<file path="src/rtl/core/heater_hysteresis_duty_control_assert.svh">
// Assertion macros shared by the heater control RTL.
// Each macro expects a clock named clk and an active high reset named rst in scope.
`ifndef HEATER_HYSTERESIS_DUTY_CONTROL_ASSERT_SVH
`define HEATER_HYSTERESIS_DUTY_CONTROL_ASSERT_SVH

// Same-cycle implication.
`define HHDC_ASSERT_NOW(label, ante, cons) \
  label: assert property (@(posedge clk) disable iff (rst) (ante) |-> (cons)) \
    else $error("hhdc assertion failed");

// Next-cycle implication.
`define HHDC_ASSERT_NEXT(label, ante, cons) \
  label: assert property (@(posedge clk) disable iff (rst) (ante) |=> (cons)) \
    else $error("hhdc assertion failed");

`endif

</file>
<file path="src/rtl/core/hhdc_pkg.sv">
// Package for the heater hysteresis and duty cycle controller.
// Holds item and state types, register indexes and constants; no dependencies.
package hhdc_pkg;

  localparam logic [7:0]  ContinuousCode = 8'hF0;
  localparam logic [15:0] StartupMin     = 16'd1000;

  typedef enum logic [1:0] {
    CfgUpperLimit = 2'd0,
    CfgLowerLimit = 2'd1,
    CfgOnSeconds  = 2'd2,
    CfgOffSeconds = 2'd3
  } cfg_idx_t;

  typedef struct packed {
    logic [7:0] upper_limit;
    logic [7:0] lower_limit;
    logic [7:0] on_seconds;
    logic [7:0] off_seconds;
  } cfg_t;

  typedef struct packed {
    logic [7:0]  bottom_temp;
    logic        second_tick;
    logic        power_lost;
    logic [15:0] startup_delay;
    logic        top_request;
    logic        middle_request;
  } in_item_t;

  typedef struct packed {
    logic        bottom_heater;
    logic        top_heater;
    logic        middle_heater;
    logic [15:0] relay_on_seconds;
    logic        heating_phase;
  } out_item_t;

  typedef struct packed {
    logic        target_reached;
    logic [7:0]  active_on_time;
    logic [7:0]  active_off_time;
    logic        phase_flag;
    logic [7:0]  phase_counter;
    logic [15:0] relay_seconds;
    logic        bottom_drive;
  } ctrl_state_t;

  // Handshake control from the input stage to the rest of the pipe.
  typedef struct packed {
    logic valid;
    logic advance;
  } pipe_ctrl_t;

endpackage

</file>
<file path="src/rtl/core/hhdc_in_if.sv">
// Input item channel of the heater controller.
// Standalone interface with source and sink modports.
interface hhdc_in_if;
  logic        valid;
  logic        ready;
  logic [7:0]  bottom_temp;
  logic        second_tick;
  logic        power_lost;
  logic [15:0] startup_delay;
  logic        top_request;
  logic        middle_request;

  modport source (output valid, bottom_temp, second_tick, power_lost, startup_delay,
                  top_request, middle_request, input ready);
  modport sink (input valid, bottom_temp, second_tick, power_lost, startup_delay,
                top_request, middle_request, output ready);
endinterface

</file>
<file path="src/rtl/core/hhdc_out_if.sv">
// Result item channel of the heater controller.
// Standalone interface with source and sink modports.
interface hhdc_out_if;
  logic        valid;
  logic        ready;
  logic        bottom_heater;
  logic        top_heater;
  logic        middle_heater;
  logic [15:0] relay_on_seconds;
  logic        heating_phase;

  modport source (output valid, bottom_heater, top_heater, middle_heater,
                  relay_on_seconds, heating_phase, input ready);
  modport sink (input valid, bottom_heater, top_heater, middle_heater,
                relay_on_seconds, heating_phase, output ready);
endinterface

</file>
<file path="src/rtl/core/hhdc_cfg_if.sv">
// Configuration write channel of the heater controller.
// Standalone interface: register index plus 8-bit write data.
interface hhdc_cfg_if;
  logic       valid;
  logic       ready;
  logic [1:0] index;
  logic [7:0] data;

  modport source (output valid, index, data, input ready);
  modport sink (input valid, index, data, output ready);
endinterface

</file>
<file path="src/rtl/core/hhdc_cfg_regs.sv">
// Configuration register file of the heater controller.
// Depends on hhdc_pkg and hhdc_cfg_if.
module hhdc_cfg_regs (
  input  logic            clk,
  input  logic            rst,
  hhdc_cfg_if.sink        cfg,
  output hhdc_pkg::cfg_t  regs
);

  assign cfg.ready = 1'b1;

  always_ff @(posedge clk) begin
    if (rst) begin
      regs <= '0;
    end else if (cfg.valid) begin
      unique case (hhdc_pkg::cfg_idx_t'(cfg.index))
        hhdc_pkg::CfgUpperLimit: regs.upper_limit <= cfg.data;
        hhdc_pkg::CfgLowerLimit: regs.lower_limit <= cfg.data;
        hhdc_pkg::CfgOnSeconds:  regs.on_seconds  <= cfg.data;
        hhdc_pkg::CfgOffSeconds: regs.off_seconds <= cfg.data;
      endcase
    end
  end

endmodule

</file>
<file path="src/rtl/core/hhdc_in_reg.sv">
// Input register stage of the heater controller; owns the pipe handshake.
// Depends on hhdc_pkg and hhdc_in_if.
module hhdc_in_reg (
  input  logic                  clk,
  input  logic                  rst,
  hhdc_in_if.sink               in_ch,
  input  logic                  out_busy,
  output hhdc_pkg::in_item_t    item,
  output hhdc_pkg::pipe_ctrl_t  ctrl
);

  logic item_valid;

  // Advance when the result register is free or being drained this cycle.
  assign ctrl.valid   = item_valid;
  assign ctrl.advance = item_valid && !out_busy;
  assign in_ch.ready  = !item_valid || !out_busy;

  always_ff @(posedge clk) begin
    if (rst) begin
      item_valid <= 1'b0;
    end else if (in_ch.ready) begin
      item_valid <= in_ch.valid;
    end
  end

  always_ff @(posedge clk) begin
    if (in_ch.valid && in_ch.ready) begin
      item.bottom_temp    <= in_ch.bottom_temp;
      item.second_tick    <= in_ch.second_tick;
      item.power_lost     <= in_ch.power_lost;
      item.startup_delay  <= in_ch.startup_delay;
      item.top_request    <= in_ch.top_request;
      item.middle_request <= in_ch.middle_request;
    end
  end

endmodule

</file>
<file path="src/rtl/core/hhdc_ctrl.sv">
// Thermostat and bottom heater duty cycle logic with its state registers.
// Depends on hhdc_pkg and heater_hysteresis_duty_control_assert.svh.
`include "heater_hysteresis_duty_control_assert.svh"

module hhdc_ctrl (
  input  logic                  clk,
  input  logic                  rst,
  input  hhdc_pkg::cfg_t        regs,
  input  hhdc_pkg::in_item_t    item,
  input  hhdc_pkg::pipe_ctrl_t  ctrl,
  output hhdc_pkg::out_item_t   result_next
);

  hhdc_pkg::ctrl_state_t state;
  hhdc_pkg::ctrl_state_t state_next;

  logic       forced_off;
  logic [7:0] counter_inc;

  assign forced_off  = item.power_lost || (item.startup_delay < hhdc_pkg::StartupMin);
  assign counter_inc = state.phase_counter + 8'd1;

  always_comb begin
    state_next = state;

    // Thermostat step.
    if (regs.upper_limit == 8'd0) begin
      state_next.active_on_time = 8'd0;
    end else if (item.second_tick) begin
      if (state.target_reached && (item.bottom_temp >= regs.lower_limit)) begin
        state_next.active_on_time = 8'd0;
      end else if (item.bottom_temp >= regs.upper_limit) begin
        state_next.target_reached = 1'b1;
        state_next.active_on_time = 8'd0;
      end else begin
        state_next.target_reached  = 1'b0;
        state_next.active_on_time  = regs.on_seconds;
        state_next.active_off_time = regs.off_seconds;
      end
    end

    // Heater step, on the freshly updated on/off times.
    if (forced_off) begin
      state_next.bottom_drive = 1'b0;
    end else if (state_next.active_on_time == 8'd0) begin
      state_next.bottom_drive  = 1'b0;
      state_next.phase_flag    = 1'b0;
      state_next.phase_counter = 8'd0;
    end else if (state_next.active_on_time == hhdc_pkg::ContinuousCode) begin
      state_next.bottom_drive  = 1'b1;
      state_next.phase_flag    = 1'b1;
      state_next.phase_counter = 8'd0;
      if (item.second_tick) begin
        state_next.relay_seconds = state.relay_seconds + 16'd1;
      end
    end else if (item.second_tick) begin
      state_next.phase_counter = counter_inc;
      if (state.phase_flag) begin
        if (counter_inc >= state_next.active_on_time) begin
          state_next.phase_flag    = 1'b0;
          state_next.phase_counter = 8'd0;
          state_next.bottom_drive  = 1'b0;
        end else begin
          state_next.bottom_drive  = 1'b1;
          state_next.relay_seconds = state.relay_seconds + 16'd1;
        end
      end else begin
        if (counter_inc >= state_next.active_off_time) begin
          state_next.phase_flag    = 1'b1;
          state_next.phase_counter = 8'd0;
          state_next.bottom_drive  = 1'b1;
          state_next.relay_seconds = state.relay_seconds + 16'd1;
        end else begin
          state_next.bottom_drive  = 1'b0;
        end
      end
    end
  end

  always_comb begin
    result_next.bottom_heater    = state_next.bottom_drive;
    result_next.top_heater       = item.top_request && !forced_off;
    result_next.middle_heater    = item.middle_request && !forced_off;
    result_next.relay_on_seconds = state_next.relay_seconds;
    result_next.heating_phase    = state_next.phase_flag;
  end

  always_ff @(posedge clk) begin
    if (rst) begin
      state <= '0;
    end else if (ctrl.advance) begin
      state <= state_next;
    end
  end

  `HHDC_ASSERT_NEXT(a_forced_off_holds_count, ctrl.advance && forced_off,
    !state.bottom_drive && $stable(state.relay_seconds))
  `HHDC_ASSERT_NEXT(a_disabled_clears_on_time,
    ctrl.advance && (regs.upper_limit == 8'd0), state.active_on_time == 8'd0)
  `HHDC_ASSERT_NEXT(a_relay_count_steps_by_one, ctrl.advance,
    (state.relay_seconds == $past(state.relay_seconds)) ||
    (state.relay_seconds == 16'($past(state.relay_seconds) + 16'd1)))
  `HHDC_ASSERT_NEXT(a_state_holds_when_stalled, !ctrl.advance, $stable(state))
  `HHDC_ASSERT_NOW(a_advance_needs_item, ctrl.advance, ctrl.valid)

endmodule

</file>
<file path="src/rtl/core/hhdc_out_reg.sv">
// Result register of the heater controller, drives the result channel.
// Depends on hhdc_pkg and hhdc_out_if.
module hhdc_out_reg (
  input  logic                  clk,
  input  logic                  rst,
  input  hhdc_pkg::pipe_ctrl_t  ctrl,
  input  hhdc_pkg::out_item_t   result_next,
  output logic                  out_busy,
  hhdc_out_if.source            out_ch
);

  hhdc_pkg::out_item_t result;
  logic                result_valid;

  // Busy while a result waits and is not taken this cycle.
  assign out_busy = result_valid && !out_ch.ready;

  always_ff @(posedge clk) begin
    if (rst) begin
      result_valid <= 1'b0;
    end else if (!out_busy) begin
      result_valid <= ctrl.advance;
    end
  end

  always_ff @(posedge clk) begin
    if (ctrl.advance) begin
      result <= result_next;
    end
  end

  assign out_ch.valid            = result_valid;
  assign out_ch.bottom_heater    = result.bottom_heater;
  assign out_ch.top_heater       = result.top_heater;
  assign out_ch.middle_heater    = result.middle_heater;
  assign out_ch.relay_on_seconds = result.relay_on_seconds;
  assign out_ch.heating_phase    = result.heating_phase;

endmodule

</file>
<file path="src/rtl/core/heater_hysteresis_duty_control.sv">
// Top level of the heater hysteresis and duty cycle controller.
// Depends on hhdc_pkg, the channel interfaces and the hhdc_* stage modules.
//
// Each input item is one pass of the control loop and yields exactly one result
// item. Throughput is one item per clock unless the result channel stalls; an item
// passes the input register and then the result register, with the thermostat and
// duty cycle update done in one combinational step between them. A stalled result
// channel holds the result register and the input register behind it; the state
// advances only when an item moves into the result register. Configuration writes
// are taken in every cycle and should be issued while no item is in flight. The
// bottom heater output holds between second ticks; power loss or a start-up delay
// below 1000 drives all heaters off without disturbing the phase or relay counts.
module heater_hysteresis_duty_control (
  input  logic        clk,
  input  logic        rst,
  hhdc_cfg_if.sink    cfg_ch,
  hhdc_in_if.sink     in_ch,
  hhdc_out_if.source  out_ch
);

  hhdc_pkg::cfg_t       regs;
  hhdc_pkg::in_item_t   item;
  hhdc_pkg::pipe_ctrl_t ctrl;
  hhdc_pkg::out_item_t  result_next;
  logic                 out_busy;

  hhdc_cfg_regs u_cfg_regs (
    .clk  (clk),
    .rst  (rst),
    .cfg  (cfg_ch),
    .regs (regs)
  );

  hhdc_in_reg u_in_reg (
    .clk      (clk),
    .rst      (rst),
    .in_ch    (in_ch),
    .out_busy (out_busy),
    .item     (item),
    .ctrl     (ctrl)
  );

  hhdc_ctrl u_ctrl (
    .clk         (clk),
    .rst         (rst),
    .regs        (regs),
    .item        (item),
    .ctrl        (ctrl),
    .result_next (result_next)
  );

  hhdc_out_reg u_out_reg (
    .clk         (clk),
    .rst         (rst),
    .ctrl        (ctrl),
    .result_next (result_next),
    .out_busy    (out_busy),
    .out_ch      (out_ch)
  );

endmodule
</file>
<file path="src/flat_wrapper.sv">
// flat-port wrapper written by rule: the top's interface ports become plain ports
module heater_hysteresis_duty_control_flat 
  (clk, rst, cfg_ch_valid, cfg_ch_index, cfg_ch_data, cfg_ch_ready, in_ch_valid, in_ch_bottom_temp, in_ch_second_tick, in_ch_power_lost, in_ch_startup_delay, in_ch_top_request, in_ch_middle_request, in_ch_ready, out_ch_valid, out_ch_bottom_heater, out_ch_top_heater, out_ch_middle_heater, out_ch_relay_on_seconds, out_ch_heating_phase, out_ch_ready);
  hhdc_cfg_if cfg_ch_i ();
  hhdc_in_if in_ch_i ();
  hhdc_out_if out_ch_i ();
  input  logic clk;
  input  logic rst;
  input wire logic [$bits(cfg_ch_i.valid)-1:0] cfg_ch_valid;
  input wire logic [$bits(cfg_ch_i.index)-1:0] cfg_ch_index;
  input wire logic [$bits(cfg_ch_i.data)-1:0] cfg_ch_data;
  output wire logic [$bits(cfg_ch_i.ready)-1:0] cfg_ch_ready;
  input wire logic [$bits(in_ch_i.valid)-1:0] in_ch_valid;
  input wire logic [$bits(in_ch_i.bottom_temp)-1:0] in_ch_bottom_temp;
  input wire logic [$bits(in_ch_i.second_tick)-1:0] in_ch_second_tick;
  input wire logic [$bits(in_ch_i.power_lost)-1:0] in_ch_power_lost;
  input wire logic [$bits(in_ch_i.startup_delay)-1:0] in_ch_startup_delay;
  input wire logic [$bits(in_ch_i.top_request)-1:0] in_ch_top_request;
  input wire logic [$bits(in_ch_i.middle_request)-1:0] in_ch_middle_request;
  output wire logic [$bits(in_ch_i.ready)-1:0] in_ch_ready;
  output wire logic [$bits(out_ch_i.valid)-1:0] out_ch_valid;
  output wire logic [$bits(out_ch_i.bottom_heater)-1:0] out_ch_bottom_heater;
  output wire logic [$bits(out_ch_i.top_heater)-1:0] out_ch_top_heater;
  output wire logic [$bits(out_ch_i.middle_heater)-1:0] out_ch_middle_heater;
  output wire logic [$bits(out_ch_i.relay_on_seconds)-1:0] out_ch_relay_on_seconds;
  output wire logic [$bits(out_ch_i.heating_phase)-1:0] out_ch_heating_phase;
  input wire logic [$bits(out_ch_i.ready)-1:0] out_ch_ready;
  assign cfg_ch_i.valid = cfg_ch_valid;
  assign cfg_ch_i.index = cfg_ch_index;
  assign cfg_ch_i.data = cfg_ch_data;
  assign cfg_ch_ready = cfg_ch_i.ready;
  assign in_ch_i.valid = in_ch_valid;
  assign in_ch_i.bottom_temp = in_ch_bottom_temp;
  assign in_ch_i.second_tick = in_ch_second_tick;
  assign in_ch_i.power_lost = in_ch_power_lost;
  assign in_ch_i.startup_delay = in_ch_startup_delay;
  assign in_ch_i.top_request = in_ch_top_request;
  assign in_ch_i.middle_request = in_ch_middle_request;
  assign in_ch_ready = in_ch_i.ready;
  assign out_ch_valid = out_ch_i.valid;
  assign out_ch_bottom_heater = out_ch_i.bottom_heater;
  assign out_ch_top_heater = out_ch_i.top_heater;
  assign out_ch_middle_heater = out_ch_i.middle_heater;
  assign out_ch_relay_on_seconds = out_ch_i.relay_on_seconds;
  assign out_ch_heating_phase = out_ch_i.heating_phase;
  assign out_ch_i.ready = out_ch_ready;
  heater_hysteresis_duty_control u_core (.clk(clk), .rst(rst), .cfg_ch(cfg_ch_i), .in_ch(in_ch_i), .out_ch(out_ch_i));
endmodule
</file>
<file path="config.mk">
export PLATFORM = sky130hd
export DESIGN_NAME = heater_hysteresis_duty_control_flat
export DESIGN_NICKNAME = d
export VERILOG_FILES = /design/src/rtl/core/hhdc_pkg.sv /design/src/rtl/core/hhdc_in_if.sv /design/src/rtl/core/hhdc_out_if.sv /design/src/rtl/core/hhdc_cfg_if.sv /design/src/rtl/core/hhdc_cfg_regs.sv /design/src/rtl/core/hhdc_in_reg.sv /design/src/rtl/core/hhdc_ctrl.sv /design/src/rtl/core/hhdc_out_reg.sv /design/src/rtl/core/heater_hysteresis_duty_control.sv /design/src/flat_wrapper.sv
export VERILOG_INCLUDE_DIRS = /design/src /design/src/rtl/core
export SDC_FILE = /design/constraint.sdc
export NUM_CORES = 1
export LEC_CHECK = 0
export BUFFER_PORTS_ARGS = -buffer_cell sky130_fd_sc_hd__buf_2
export CORE_ASPECT_RATIO = 0.7
export CORE_MARGIN = 1
export CORE_UTILIZATION = 41
export CTS_CLUSTER_SIZE = 10
export DETAILED_ROUTE_END_ITERATION = 10
export SYNTH_ARGS = -nofsm -noshare
export SYNTH_HDL_FRONTEND = slang
export SYNTH_HIERARCHICAL = 1
export SYNTH_SLANG_ARGS = --single-unit
export TNS_END_PERCENT = 20
</file>
<file path="constraint.sdc">
create_clock -name clk -period 6.8 [get_ports clk]
set_clock_uncertainty 0.05 [all_clocks]
set_input_delay 0.68 -clock clk [delete_from_list [all_inputs] [get_ports clk]]
set_output_delay 0.68 -clock clk [all_outputs]
set_load 0.005 [all_outputs]
</file>
After elaboration in Yosys (flattened, before gate mapping):

Index checks and enable logic that the tools add are counted.

* register bits: 125
* input port bits: 43
* output and inout port bits: 23
* logic and storage cells: 81

* add/subtract/negate cells: 2
* magnitude comparators: 5
* equality and inequality tests: 4
* multiplexer cells: 21
* bitwise gates (word level): 3
* reductions and logical operators: 22

Operator list (count)
* $mux W26: 3
* $mux W16: 4
* $mux W25: 2
* $mux W8: 5
* $ge A8 B8 Y1: 4
* $mux W9: 3
* $add A16 B1 Y16 const B: 1
* $logic_not A8 Y1: 2
* $lt A16 B10 Y1 const B: 1
* $add A8 B1 Y8 const B: 1
* $eq A8 B8 Y1 const B: 1
* $reduce_and A2 Y1: 4
* $logic_and A1 B1 Y1: 6
* $eq A2 B2 Y1 const B: 2
* $logic_not A1 Y1: 4
* $mux W1: 4
* $reduce_and A4 Y1: 1
* $not A1 Y1: 3
* $reduce_and A3 Y1: 1
* $reduce_bool A3 Y1: 1
* $eq A2 B1 Y1 const B: 1
* $logic_not A2 Y1: 1
* $logic_or A1 B1 Y1: 2

Logic depth before layout (Yosys ltp):

Gate-level depths: netlist of the first run.

* word-level depth: 12
* gate-level depth with buffers: 20
* mapped depth without buffers: 17

By module:

The synthesis of the first run kept the hierarchy.

By module, submodules not included
* hhdc_ctrl: times used 1, cells each 454, area each 3637.2 um2, sequential area each 860.8 um2
* hhdc_cfg_regs: times used 1, cells each 118, area each 1296.2 um2, sequential area each 640.6 um2
* hhdc_in_reg: times used 1, cells each 35, area each 895.9 um2, sequential area each 860.8 um2
* hhdc_out_reg: times used 1, cells each 23, area each 644.4 um2, sequential area each 620.6 um2

Worst setup path after synthesis of the first run:

No wires, ideal clock.

* kind: flip-flop to flip-flop
* start: reg, netlist name u_core/u_in_reg/item[20]
* end: reg u_core.u_out_reg.result (netlist bit u_core/u_out_reg/out_ch.relay_on_seconds[8]) (data pin)
* setup time: 0.251 ns
* data arrival time: 4.304 ns
* required time: 6.499 ns
* path slack: 2.195 ns
* cell stages (with the launch flop): 20
* path buffers: 3
* period minus slack after synthesis: 4.605 ns
* cell sequence: edfxtp_1 inv_1 ha_1 nand2b_4 a2111oi_4 o32ai_4 nor4_2 mux2_2 ha_1 nand2b_1 a211oi_1 o21ai_0 a21oi_1 o21ba_2 and2_1 buf_2 buf_2 nor3_1 xor2_1 buf_4

RTL lines
* to (signal assigned): RTL line hhdc_out_reg.sv:28 `result <= result_next;`
* to (decl): RTL line hhdc_out_reg.sv:12 `hhdc_pkg::out_item_t result;`

==> results.sh, run 1 <==
export IMPL_run_status="completed"
export IMPL_total_die_area_sq_um=16100
export IMPL_dieHeight_microns=106
export IMPL_num_vias=4710
export IMPL_setup_viol_count_final=0
export IMPL_syn_cell_area_sq_um=6380
export IMPL_portBuffers=61
export IMPL_cap_violations=0
export IMPL_final_slew_violations=0
export IMPL_grt_start_max_net_pins=81
export IMPL_finalCritPeriodShare_pct=76.0
export IMPL_cp_common_cell="sky130_fd_sc_hd__o21ai_0"
export IMPL_crit_reg2reg_capture="u_core/u_out_reg/out_ch.relay_on_seconds[1]"
export IMPL_timing_setup_critical_path_class="register to register"
export IMPL_gr_total_overflow=0
export IMPL_wl_per_cell_microns=16.2
export IMPL_clock_tree_from_tritoncts="built"
export IMPL_grt_setup_unrepaired="no"
export IMPL_postSynthAreaPerCell_sq_um=10.2
export IMPL_cts_hold_fix_buffers=0
export IMPL_crit_reg2reg_launch="u_core/u_in_reg/item[20]"
export IMPL_cts_resized_gates=0
export IMPL_track_usage_pct=19.0
export IMPL_timing_critical_path_slowest_cell_delay_ns=0.61
export IMPL_worst_hold_path_type="input pin to register"
export IMPL_synthesis_instances=626
export IMPL_cts_post_setup_buffers_inserted=0
export IMPL_rows=37
export IMPL_ctsLongestPathBuffers=2
export IMPL_synthesis_nets=703
export IMPL_cts_buffers_inserted=17
export IMPL_required_ns=6.92
export IMPL_timing_critical_path_from_type="register"
export IMPL_initial_antenna_violation_count=0
export IMPL_critical_path_slowest_cell="sky130_fd_sc_hd__nor3_1"
export IMPL_postPlaceCellArea_sq_um=6710
export IMPL_route_antenna_remaining_nets=0
export IMPL_syn_to_final_growth_pct=14.5
export IMPL_clockRootBuffer="sky130_fd_sc_hd__clkbuf_16"
export IMPL_arrival_time_of_the_worst_setup_path_ns=5.28
export IMPL_die_width_microns=151
export IMPL_grt_first_pass_wirelength_microns=23100
export IMPL_total_non_filler_cell_area_in_the_finished_layout_sq_um=7300
export IMPL_achievable_frequency_mhz=194
export IMPL_dp_hpwl_microns=9730
export IMPL_numClockSinks=122
export IMPL_core_sq_um=15000
export IMPL_firstDrtPassIters=7
export IMPL_timing_critical_path_buf_inv=1
export IMPL_clk_pin_slew_worst_paths_ns=0.06
export IMPL_setup_tns_final_ns=0
export IMPL_r2r_worst_path_cells=16
export IMPL_first_global_vias=4442
export IMPL_yosysWarnings=6
export IMPL_route_final_wire_length_microns=14200
export IMPL_post_route_worst_hold_slack_ns=0.383
export IMPL_timing_max_slew_rel_slack_pct=27.6
export IMPL_vias_per_cell=5.38
export IMPL_cp_max_fo=15
export IMPL_gp_congestion=0.851
export IMPL_fin_nets=744
export IMPL_period_needed_ns=5.17
export IMPL_start_util_pct=42.6
export IMPL_regToRegSetupSlack_ns=1.63
export IMPL_crit_end_element="register"
export IMPL_final_hold_violation_count=0
export IMPL_p_per_area_nw_per_um2=254
export IMPL_insertedDiodeCount=0
export IMPL_route_detailed_drc=0
export IMPL_drtIter0Drc=379
export IMPL_critPathTopFamily="simple AND/OR/NAND/NOR gates"
export IMPL_leakage_nw=2.85
export IMPL_maximum_resistive_drop_on_vdd_mv=0.193
export IMPL_hold_path_end="u_core/u_in_reg/item[16]"
export IMPL_clock_insertion_delay_worst_skew_ns=0.42
export IMPL_worstHoldStart="in_ch_startup_delay[14]"
export IMPL_worstPathCellList="inv_1, ha_1, nand2b_4, a2111oi_4, o32ai_4, nor3_1, and3_1, o21ai_0, ha_1, nor4b_1, o21ai_0, o21ai_0, o21ba_2, and2_1, nor2_1, mux2_2"
export IMPL_tightest_slew_ns=1.09
export IMPL_h_tree_depth=4
export IMPL_io_pin_count=66
export IMPL_post_route_cells_drive_above_1_share_pct=17.2
export IMPL_worst_hold_path_num_cells=1
-- worst max-delay path by stage --
| stage | start | end | depth (start not counted) |
|---|---|---|---|
| after floorplan | u_core/u_in_reg/item[20] | u_core/u_out_reg/out_ch.relay_on_seconds[8] | 19 |
| after global placement | u_core/u_in_reg/item[23] | u_core/u_out_reg/out_ch.relay_on_seconds[1] | 15 |
| after detailed placement | u_core/u_in_reg/item[20] | u_core/u_out_reg/out_ch.relay_on_seconds[1] | 16 |
| after CTS | u_core/u_in_reg/item[20] | u_core/u_out_reg/out_ch.relay_on_seconds[1] | 16 |
| after global routing | u_core/u_in_reg/item[20] | u_core/u_out_reg/out_ch.relay_on_seconds[1] | 17 |
| final | u_core/u_in_reg/item[20] | u_core/u_out_reg/out_ch.relay_on_seconds[1] | 16 |
-- per-layer routing --
metal  track usage, %  part of all wire (%)  up-vias
li1                 -                     -     2332
met1             28.1                    53     2239
met2             25.5                    41      125
met3             6.05                   5.1       14
met4             6.21                  0.94        0
met5                0                     0        -
-- worst register-to-register path, stage by stage (launching register included) --
cell and delay (ns):
sky130_fd_sc_hd__edfxtp_1 0.36, sky130_fd_sc_hd__inv_1 0.10, sky130_fd_sc_hd__ha_1 0.24, sky130_fd_sc_hd__nand2b_4 0.15, sky130_fd_sc_hd__a2111oi_4 0.45, sky130_fd_sc_hd__o32ai_4 0.23, sky130_fd_sc_hd__nor3_1 0.61, sky130_fd_sc_hd__and3_1 0.26
sky130_fd_sc_hd__o21ai_0 0.18, sky130_fd_sc_hd__ha_1 0.29, sky130_fd_sc_hd__nor4b_1 0.29, sky130_fd_sc_hd__o21ai_0 0.14, sky130_fd_sc_hd__o21ai_0 0.30, sky130_fd_sc_hd__o21ba_2 0.26, sky130_fd_sc_hd__and2_1 0.35, sky130_fd_sc_hd__nor2_1 0.26
sky130_fd_sc_hd__mux2_2 0.38
-- area by class of cell --
type / instances / area (sq um)
Multi-Input combinational cell: 429 / 3120
Fill cell: 1366 / 7650
Tap cell: 195 / 244
Timing Repair Buffer: 64 / 328
Sequential cell: 122 / 2890
Clock inverter: 13 / 153
Inverter: 33 / 124
Clock buffer: 19 / 443
-- sequential cells by signal (all words and copies together), names as in the netlist --
name                                      cells
u_core/u_out_reg/out_ch.heating_phase         1
u_core/u_ctrl/state                          43
u_core/u_out_reg/out_ch.bottom_heater         1
u_core/u_out_reg/out_ch.top_heater            1
u_core/u_in_reg/item                         25
u_core/u_out_reg/out_ch.middle_heater         1
u_core/u_out_reg/out_ch.valid                 1
u_core/u_out_reg/out_ch.relay_on_seconds     16
u_core/u_cfg_regs/regs                       32
u_core/u_in_reg/item_valid                    1
-- stage by stage --
| stage | total power [mW] | std cells | setup WS (ns) | utilization (%) |
|---|---|---|---|---|
| final | 1.85 | 875 | 1.63 | 48.8 |
| after global routing | 1.92 | 875 | 1.22 | 48.8 |
| after CTS | 1.87 | 875 | 1.68 | 48.8 |
| after detailed placement | 0.953 | 843 | 1.74 | 44.8 |
| after global placement | 0.948 | 843 | 1.87 | 44.8 |
| after floorplan | 0.906 | 626 | 2.20 | - |
-- power breakdown --
part	internal, mW	total [mW]	switching, mW
sequential	0.783	0.798	0.0144
combinational	0.0529	0.141	0.0884
clock	0.581	0.914	0.333
total	1.42	1.85	0.436
-- placed cells by master (no fill, tap or decap), drive strengths merged, types with 4 or more instances in the layout --
cell type and instances:
o221ai 4, clkbuf 19, xor2 16, nor2b 7, clkinv 5, nand4 5, buf 64, and3 12
or2 6, and2 10, o21ai 31, clkinvlp 5, nand3b 4, nand2 28, a32o 4, edfxtp 45
a21oi 34, a21o 4, inv 33, nor4 10, nand2b 44, ha 34, o31ai 6, dfxtp 77
mux2i 41, nor2 25, a211oi 11, or3 9, nand3 22, xnor2 8, or4 5, nor3 14
o41ai 4, o21a 4
Note: power is estimated with default switching activity, not from simulation.
==> run 2: changes to the inputs <==
==> constraint.sdc (replaced) <==
create_clock -name clk -period 4.7 [get_ports clk]
set_clock_uncertainty 0.05 [all_clocks]
set_input_delay 0.47 -clock clk [delete_from_list [all_inputs] [get_ports clk]]
set_output_delay 0.47 -clock clk [all_outputs]
set_load 0.005 [all_outputs]
==> run 2 against run 1 <==
  * Sequential power increased by 44%
  * Sequential share of layout area decreased by 0.54 points
  * Utilization increased by 0.68 points
  * First-iteration DRC count decreased by 5.0%
  * Critical path depth increased by 2
  * Via count decreased by 0.40%
  * Critical path type unchanged
  * Largest cell class unchanged
  * Largest power group unchanged
==> results.sh, run 2 (synthesis results as in run 1) <==
export IMPL_route_antenna_remaining_nets=0
export IMPL_grt_first_pass_wirelength_microns=22800
export IMPL_regMostFlops="u_core/u_ctrl/state"
export IMPL_run_status="completed"
export IMPL_r2r_worst_path_cells=18
export IMPL_worstHoldStart="in_ch_middle_request"
export IMPL_core_sq_um=15000
export IMPL_numClockSinks=122
export IMPL_seq_area_sq_um=2890
export IMPL_timing_setup_critical_path_class="register to register"
export IMPL_setup_tns_final_ns=0
export IMPL_worst_hold_path_type="input pin to register"
export IMPL_cp_max_fo=13
export IMPL_io_pin_count=66
export IMPL_start_util_pct=42.6
export IMPL_cts_resized_gates=0
export IMPL_worst_hold_path_num_cells=1
export IMPL_leakage_nw=2.91
export IMPL_grt_start_max_net_pins=46
export IMPL_portBuffers=61
export IMPL_vias_per_cell=5.29
export IMPL_period_needed_ns=4.39
export IMPL_grt_setup_unrepaired="no"
export IMPL_final_hold_violation_count=0
export IMPL_h_tree_depth=4
export IMPL_regToRegSetupSlack_ns=0.31
export IMPL_tightest_slew_ns=1.08
export IMPL_track_usage_pct=18.8
export IMPL_post_route_cells_drive_above_1_share_pct=18.1
export IMPL_cap_violations=0
export IMPL_rows=37
export IMPL_final_common_cell="sky130_fd_sc_hd__dfxtp_1"
export IMPL_dp_hpwl_microns=9820
export IMPL_setup_viol_count_final=0
export IMPL_p_per_area_nw_per_um2=360
export IMPL_syn_to_final_growth_pct=16.1
export IMPL_crit_reg2reg_capture="u_core/u_out_reg/out_ch.relay_on_seconds[11]"
export IMPL_drtIter0Drc=360
export IMPL_clock_tree_from_tritoncts="built"
export IMPL_timing_max_slew_rel_slack_pct=28.2
export IMPL_ctsLongestPathBuffers=2
export IMPL_largest_register_ff_count=43
export IMPL_fillers=1355
export IMPL_post_layout_total_power_mw=2.66
export IMPL_route_detailed_drc=0
export IMPL_required_ns=4.80
export IMPL_firstDrtPassIters=5
export IMPL_cts_post_setup_buffers_inserted=0
export IMPL_total_non_filler_cell_area_in_the_finished_layout_sq_um=7400
export IMPL_crit_end_element="register"
export IMPL_fin_nets=755
export IMPL_cts_hold_fix_buffers=0
export IMPL_timing_critical_path_from_type="register"
export IMPL_arrival_time_of_the_worst_setup_path_ns=4.49
export IMPL_total_die_area_sq_um=16100
export IMPL_initial_antenna_violation_count=0
export IMPL_cts_buffers_inserted=17
export IMPL_gp_congestion=0.832
export IMPL_finalCritPeriodShare_pct=93.4
export IMPL_hold_path_end="u_core/u_in_reg/item[0]"
export IMPL_clk_pin_slew_worst_paths_ns=0.06
export IMPL_gr_total_overflow=0
export IMPL_post_route_worst_hold_slack_ns=0.171
export IMPL_crit_reg2reg_launch="u_core/u_in_reg/item[20]"
export IMPL_layout_common_cells="sky130_fd_sc_hd__dfxtp_1 (77), sky130_fd_sc_hd__buf_2 (61), sky130_fd_sc_hd__edfxtp_1 (45), sky130_fd_sc_hd__nand2b_1 (43), sky130_fd_sc_hd__mux2i_1 (41)"
export IMPL_clockRootBuffer="sky130_fd_sc_hd__clkbuf_16"
export IMPL_multi_input_comb_area_sq_um=3130
export IMPL_achievable_frequency_mhz=228
export IMPL_first_global_vias=4533
export IMPL_insertedDiodeCount=0
export IMPL_reg_top3="u_core/u_ctrl/state (43), u_core/u_cfg_regs/regs (32), u_core/u_in_reg/item (25)"
export IMPL_wl_per_cell_microns=15.8
export IMPL_dieHeight_microns=106
export IMPL_final_slew_violations=0
export IMPL_die_width_microns=151
export IMPL_postPlaceCellArea_sq_um=6810
export IMPL_num_vias=4691
export IMPL_maximum_resistive_drop_on_vdd_mv=0.259
export IMPL_clock_insertion_delay_worst_skew_ns=0.42
export IMPL_route_final_wire_length_microns=14000
==> run 2: cell types whose count changed in the layout (fill, tap and decap cells not counted), moves of 2 or more <==
| cell | delta |
|---|---|
| sky130_fd_sc_hd__clkbuf_1 | +5 |
| sky130_fd_sc_hd__clkinv_2 | -2 |
| sky130_fd_sc_hd__buf_12 | +2 |
| sky130_fd_sc_hd__buf_4 | +9 |
| sky130_fd_sc_hd__clkinvlp_4 | -3 |
==> run 2: layout make-up <==
type	instances	area share, %
well taps	195	3.30
flip-flops and latches	122	39.1
clock buffers	25	6.58
inverters	33	1.67
repair buffers	75	5.88
clock inverters	7	1.22
multi-input cells	429	42.3
==> run 2: worst max-delay path by stage <==
| stage | startpoint | end | slack (ns) |
|---|---|---|---|
| after floorplan | u_core/u_in_reg/item[20] | u_core/u_out_reg/out_ch.relay_on_seconds[8] | 0.1 |
| after global routing | u_core/u_in_reg/item[20] | u_core/u_out_reg/out_ch.relay_on_seconds[11] | 0.003 |
| after global placement | u_core/u_in_reg/item[20] | u_core/u_out_reg/out_ch.relay_on_seconds[11] | 0.25 |
| after detailed placement | u_core/u_in_reg/item[20] | u_core/u_out_reg/out_ch.relay_on_seconds[11] | 0.12 |
| after CTS | u_core/u_in_reg/item[20] | u_core/u_out_reg/out_ch.relay_on_seconds[11] | 0.07 |
| final | u_core/u_in_reg/item[20] | u_core/u_out_reg/out_ch.relay_on_seconds[11] | 0.31 |
==> run 2: worst max-delay path, stage by stage, from the launching register on <==
cell                        delay (ns)
sky130_fd_sc_hd__edfxtp_1         0.36
sky130_fd_sc_hd__inv_1            0.09
sky130_fd_sc_hd__ha_1             0.23
sky130_fd_sc_hd__nand2b_4         0.14
sky130_fd_sc_hd__a2111oi_4        0.43
sky130_fd_sc_hd__o32ai_4          0.18
sky130_fd_sc_hd__nor4_2           0.31
sky130_fd_sc_hd__buf_12           0.19
sky130_fd_sc_hd__mux2_2           0.35
sky130_fd_sc_hd__ha_1             0.27
sky130_fd_sc_hd__nand2b_1         0.09
sky130_fd_sc_hd__a211oi_1         0.06
sky130_fd_sc_hd__o21ai_1          0.23
sky130_fd_sc_hd__a21oi_1          0.10
sky130_fd_sc_hd__o21ba_2          0.22
sky130_fd_sc_hd__and2_1           0.19
sky130_fd_sc_hd__buf_12           0.16
sky130_fd_sc_hd__nor4_1           0.32
sky130_fd_sc_hd__xor2_1           0.13
==> run 2: per-layer routing <==
metal	vias to the layer above	part of all wire [%]	GRT usage [%]
li1	2359	-	-
met1	2208	54	27.6
met2	107	40	25.8
met3	17	4.6	5.15
met4	0	1.3	6.93
met5	-	0	0
==> run 2: power breakdown <==
group	leakage (nW)	switching [mW]	total, mW	internal [mW]
Sequential	1.05	0.0169	1.15	1.13
Combinational	1.58	0.135	0.227	0.0921
Clock	0.276	0.462	1.28	0.823
==> run 2: through the flow <==
step / utilization, % / std cells / setup WS, ns
2_1_floorplan: - / 626 / 0.0950
3_3_place_gp: 45.6 / 854 / 0.249
3_5_place_dp: 45.6 / 854 / 0.120
4_1_cts: 49.4 / 886 / 0.0657
5_1_grt: 49.5 / 886 / 0.00313
6_report: 49.5 / 886 / 0.309
==> run 3: changes to the inputs <==
--- a/config.mk
+++ b/config.mk
@@ -8,10 +8,11 @@
 export LEC_CHECK = 0
 export BUFFER_PORTS_ARGS = -buffer_cell sky130_fd_sc_hd__buf_2
 export CORE_ASPECT_RATIO = 0.7
-export CORE_MARGIN = 1
-export CORE_UTILIZATION = 41
+export CORE_MARGIN = 3
+export CORE_UTILIZATION = 45
 export CTS_CLUSTER_SIZE = 10
 export DETAILED_ROUTE_END_ITERATION = 10
+export PLACE_DENSITY = 0.66
 export SYNTH_ARGS = -nofsm -noshare
 export SYNTH_HDL_FRONTEND = slang
 export SYNTH_HIERARCHICAL = 1
==> run 3 against run 2 <==
  * Register-to-register slack worse by 0.02 ns
  * Maximum frequency decreased by 0.43%
  * Critical path depth unchanged
  * Via count up 2.4%
  * First-iteration DRC count is 5.8% higher
  * Global-route usage about the same
  * Clock power about the same
  * Sequential share of layout area down 0.079 points
  * Flip-flop and latch count stayed put
  * Combinational power is 2% higher
  * Power is 1.2% lower
==> results.sh, run 3 (synthesis results as in run 1) <==
export IMPL_run_status="completed"
export IMPL_arrival_time_of_the_worst_setup_path_ns=4.68
export IMPL_grt_setup_unrepaired="no"
export IMPL_portBuffers=61
export IMPL_clockRootBuffer="sky130_fd_sc_hd__clkbuf_16"
export IMPL_clock_insertion_delay_worst_skew_ns=0.41
export IMPL_h_tree_depth=4
export IMPL_critical_path_slowest_cell="sky130_fd_sc_hd__a2111oi_4"
export IMPL_core_sq_um=13500
export IMPL_insertedDiodeCount=0
export IMPL_route_detailed_drc=0
export IMPL_num_vias=4803
export IMPL_first_global_vias=4741
export IMPL_leakage_nw=2.93
export IMPL_timing_critical_path_buf_inv=3
export IMPL_total_non_filler_cell_area_in_the_finished_layout_sq_um=7420
export IMPL_required_ns=4.97
export IMPL_worst_hold_path_type="input pin to register"
export IMPL_clk_pin_slew_worst_paths_ns=0.05
export IMPL_p_per_area_nw_per_um2=355
export IMPL_final_hold_violation_count=0
export IMPL_gr_usage_met2_pct=27.7
export IMPL_final_slew_violations=0
export IMPL_period_needed_ns=4.41
export IMPL_timing_max_slew_rel_slack_pct=29.1
export IMPL_timing_setup_critical_path_class="register to register"
export IMPL_crit_end_element="register"
export IMPL_initial_antenna_violation_count=0
export IMPL_track_usage_pct=18.8
export IMPL_timing_critical_path_from_type="register"
export IMPL_timing_critical_path_slowest_cell_delay_ns=0.44
export IMPL_cp_max_fo=8
export IMPL_rows=35
export IMPL_postPlaceCellArea_sq_um=6820
export IMPL_regMostFlops="u_core/u_ctrl/state"
export IMPL_critPathTopFamily="compound AO/OA/AOI/OAI gates"
export IMPL_largest_register_ff_count=43
export IMPL_gp_congestion=0.871
export IMPL_dp_hpwl_microns=10100
export IMPL_fin_nets=759
export IMPL_drtIter0Drc=381
export IMPL_cap_violations=0
export IMPL_dieHeight_microns=106
export IMPL_global_route_usage_met1_pct=27.2
export IMPL_clock_tree_from_tritoncts="built"
export IMPL_final_common_cell="sky130_fd_sc_hd__dfxtp_1"
export IMPL_cts_buffers_inserted=17
export IMPL_place_worst_setup_slack_ns=0.205
export IMPL_post_layout_total_power_mw=2.63
export IMPL_total_die_area_sq_um=15700
export IMPL_post_route_worst_setup_slack_ns=0.290
export IMPL_post_route_worst_hold_slack_ns=0.186
export IMPL_gr_total_overflow=0
export IMPL_syn_to_final_growth_pct=16.3
export IMPL_setup_viol_count_final=0
export IMPL_worstPathCellList="inv_1, ha_1, nand2b_4, a2111oi_4, o32ai_4, nor4_2, buf_4, mux2_2, ha_1, nand2b_1, a211oi_1, o21ai_1, a211oi_1, o2111ai_1, o21ai_1, buf_4, nand4_1, o221ai_1"
export IMPL_grt_most_used_layer="met2"
export IMPL_route_antenna_remaining_nets=0
export IMPL_post_route_cells_drive_above_1_share_pct=18.8
export IMPL_vias_per_cell=5.46
export IMPL_io_pin_count=66
export IMPL_grt_start_max_net_pins=43
export IMPL_ctsLongestPathBuffers=2
export IMPL_wl_per_cell_microns=16.2
export IMPL_grt_met3_usage_pct=4.30
export IMPL_reg_top3="u_core/u_ctrl/state (43), u_core/u_cfg_regs/regs (32), u_core/u_in_reg/item (25)"
export IMPL_finalCritPeriodShare_pct=93.8
export IMPL_route_final_wire_length_microns=14300
export IMPL_grt_first_pass_wirelength_microns=23600
export IMPL_start_util_pct=47.3
export IMPL_die_width_microns=148
export IMPL_achievable_frequency_mhz=227
export IMPL_maximum_resistive_drop_on_vdd_mv=0.253
export IMPL_layout_common_cells="sky130_fd_sc_hd__dfxtp_1 (77), sky130_fd_sc_hd__buf_2 (61), sky130_fd_sc_hd__edfxtp_1 (45), sky130_fd_sc_hd__nand2b_1 (43), sky130_fd_sc_hd__mux2i_1 (41)"
export IMPL_firstDrtPassIters=5
export IMPL_numClockSinks=122
export IMPL_tightest_slew_ns=1.06
export IMPL_setup_tns_final_ns=0
[run 3: cell count changes in the layout (fill, tap and decap cells not counted), sizes merged]
cell,change
clkinvlp,-1
bufinv,-2
inv,+1
buf,+4
clkbuf,+2
[run 3: metrics by stage]
step,utilization [%],instances
2_1_floorplan,-,626
3_3_place_gp,50.5,848
3_5_place_dp,50.5,848
4_1_cts,54.8,880
5_1_grt,55.0,880
6_report,55.0,880
[run 3: power breakdown]
group	switching [mW]	internal [mW]	leakage, nW	total (mW)
sequential	0.0175	1.13	1.05	1.15
clock	0.452	0.795	0.283	1.25
combinational	0.138	0.0948	1.60	0.232
[run 3: path summary, 6_finish.rpt]
check             cells past startpoint                          to  slack (ns)                       start
setup / recovery                     18     u_core/u_ctrl/state[21]        0.29    u_core/u_in_reg/item[20]
hold / removal                        1    u_core/u_in_reg/item[14]        0.19     in_ch_startup_delay[12]
setup reg to reg                     18     u_core/u_ctrl/state[21]        0.29    u_core/u_in_reg/item[20]
hold reg to reg                       2  u_core/u_cfg_regs/regs[19]        0.43  u_core/u_cfg_regs/regs[19]
[run 3: metal layers]
metal	share of wire, %	wire length (microns)	vias to the layer above
met5	0	0	-
met4	0.79	113	0
met3	4.5	643	13
met2	43	6120	116
met1	52	7390	2303
li1	-	-	2371
[run 3: layout make-up]
cell class	instances	area [sq um]
Clock buffer	27	547
Clock inverter	5	28.8
Fill cell	1219	6070
Inverter	33	124
Multi-Input combinational cell	429	3140
Sequential cell	122	2890
Tap cell	185	231
Timing Repair Buffer	79	453
[run 3: repair_timing]
item                       4_1_cts  5_1_grt
hold buffers                     0        0
gates resized for setup          0        5
setup endpoints to repair        0       36
setup buffers                    0        0
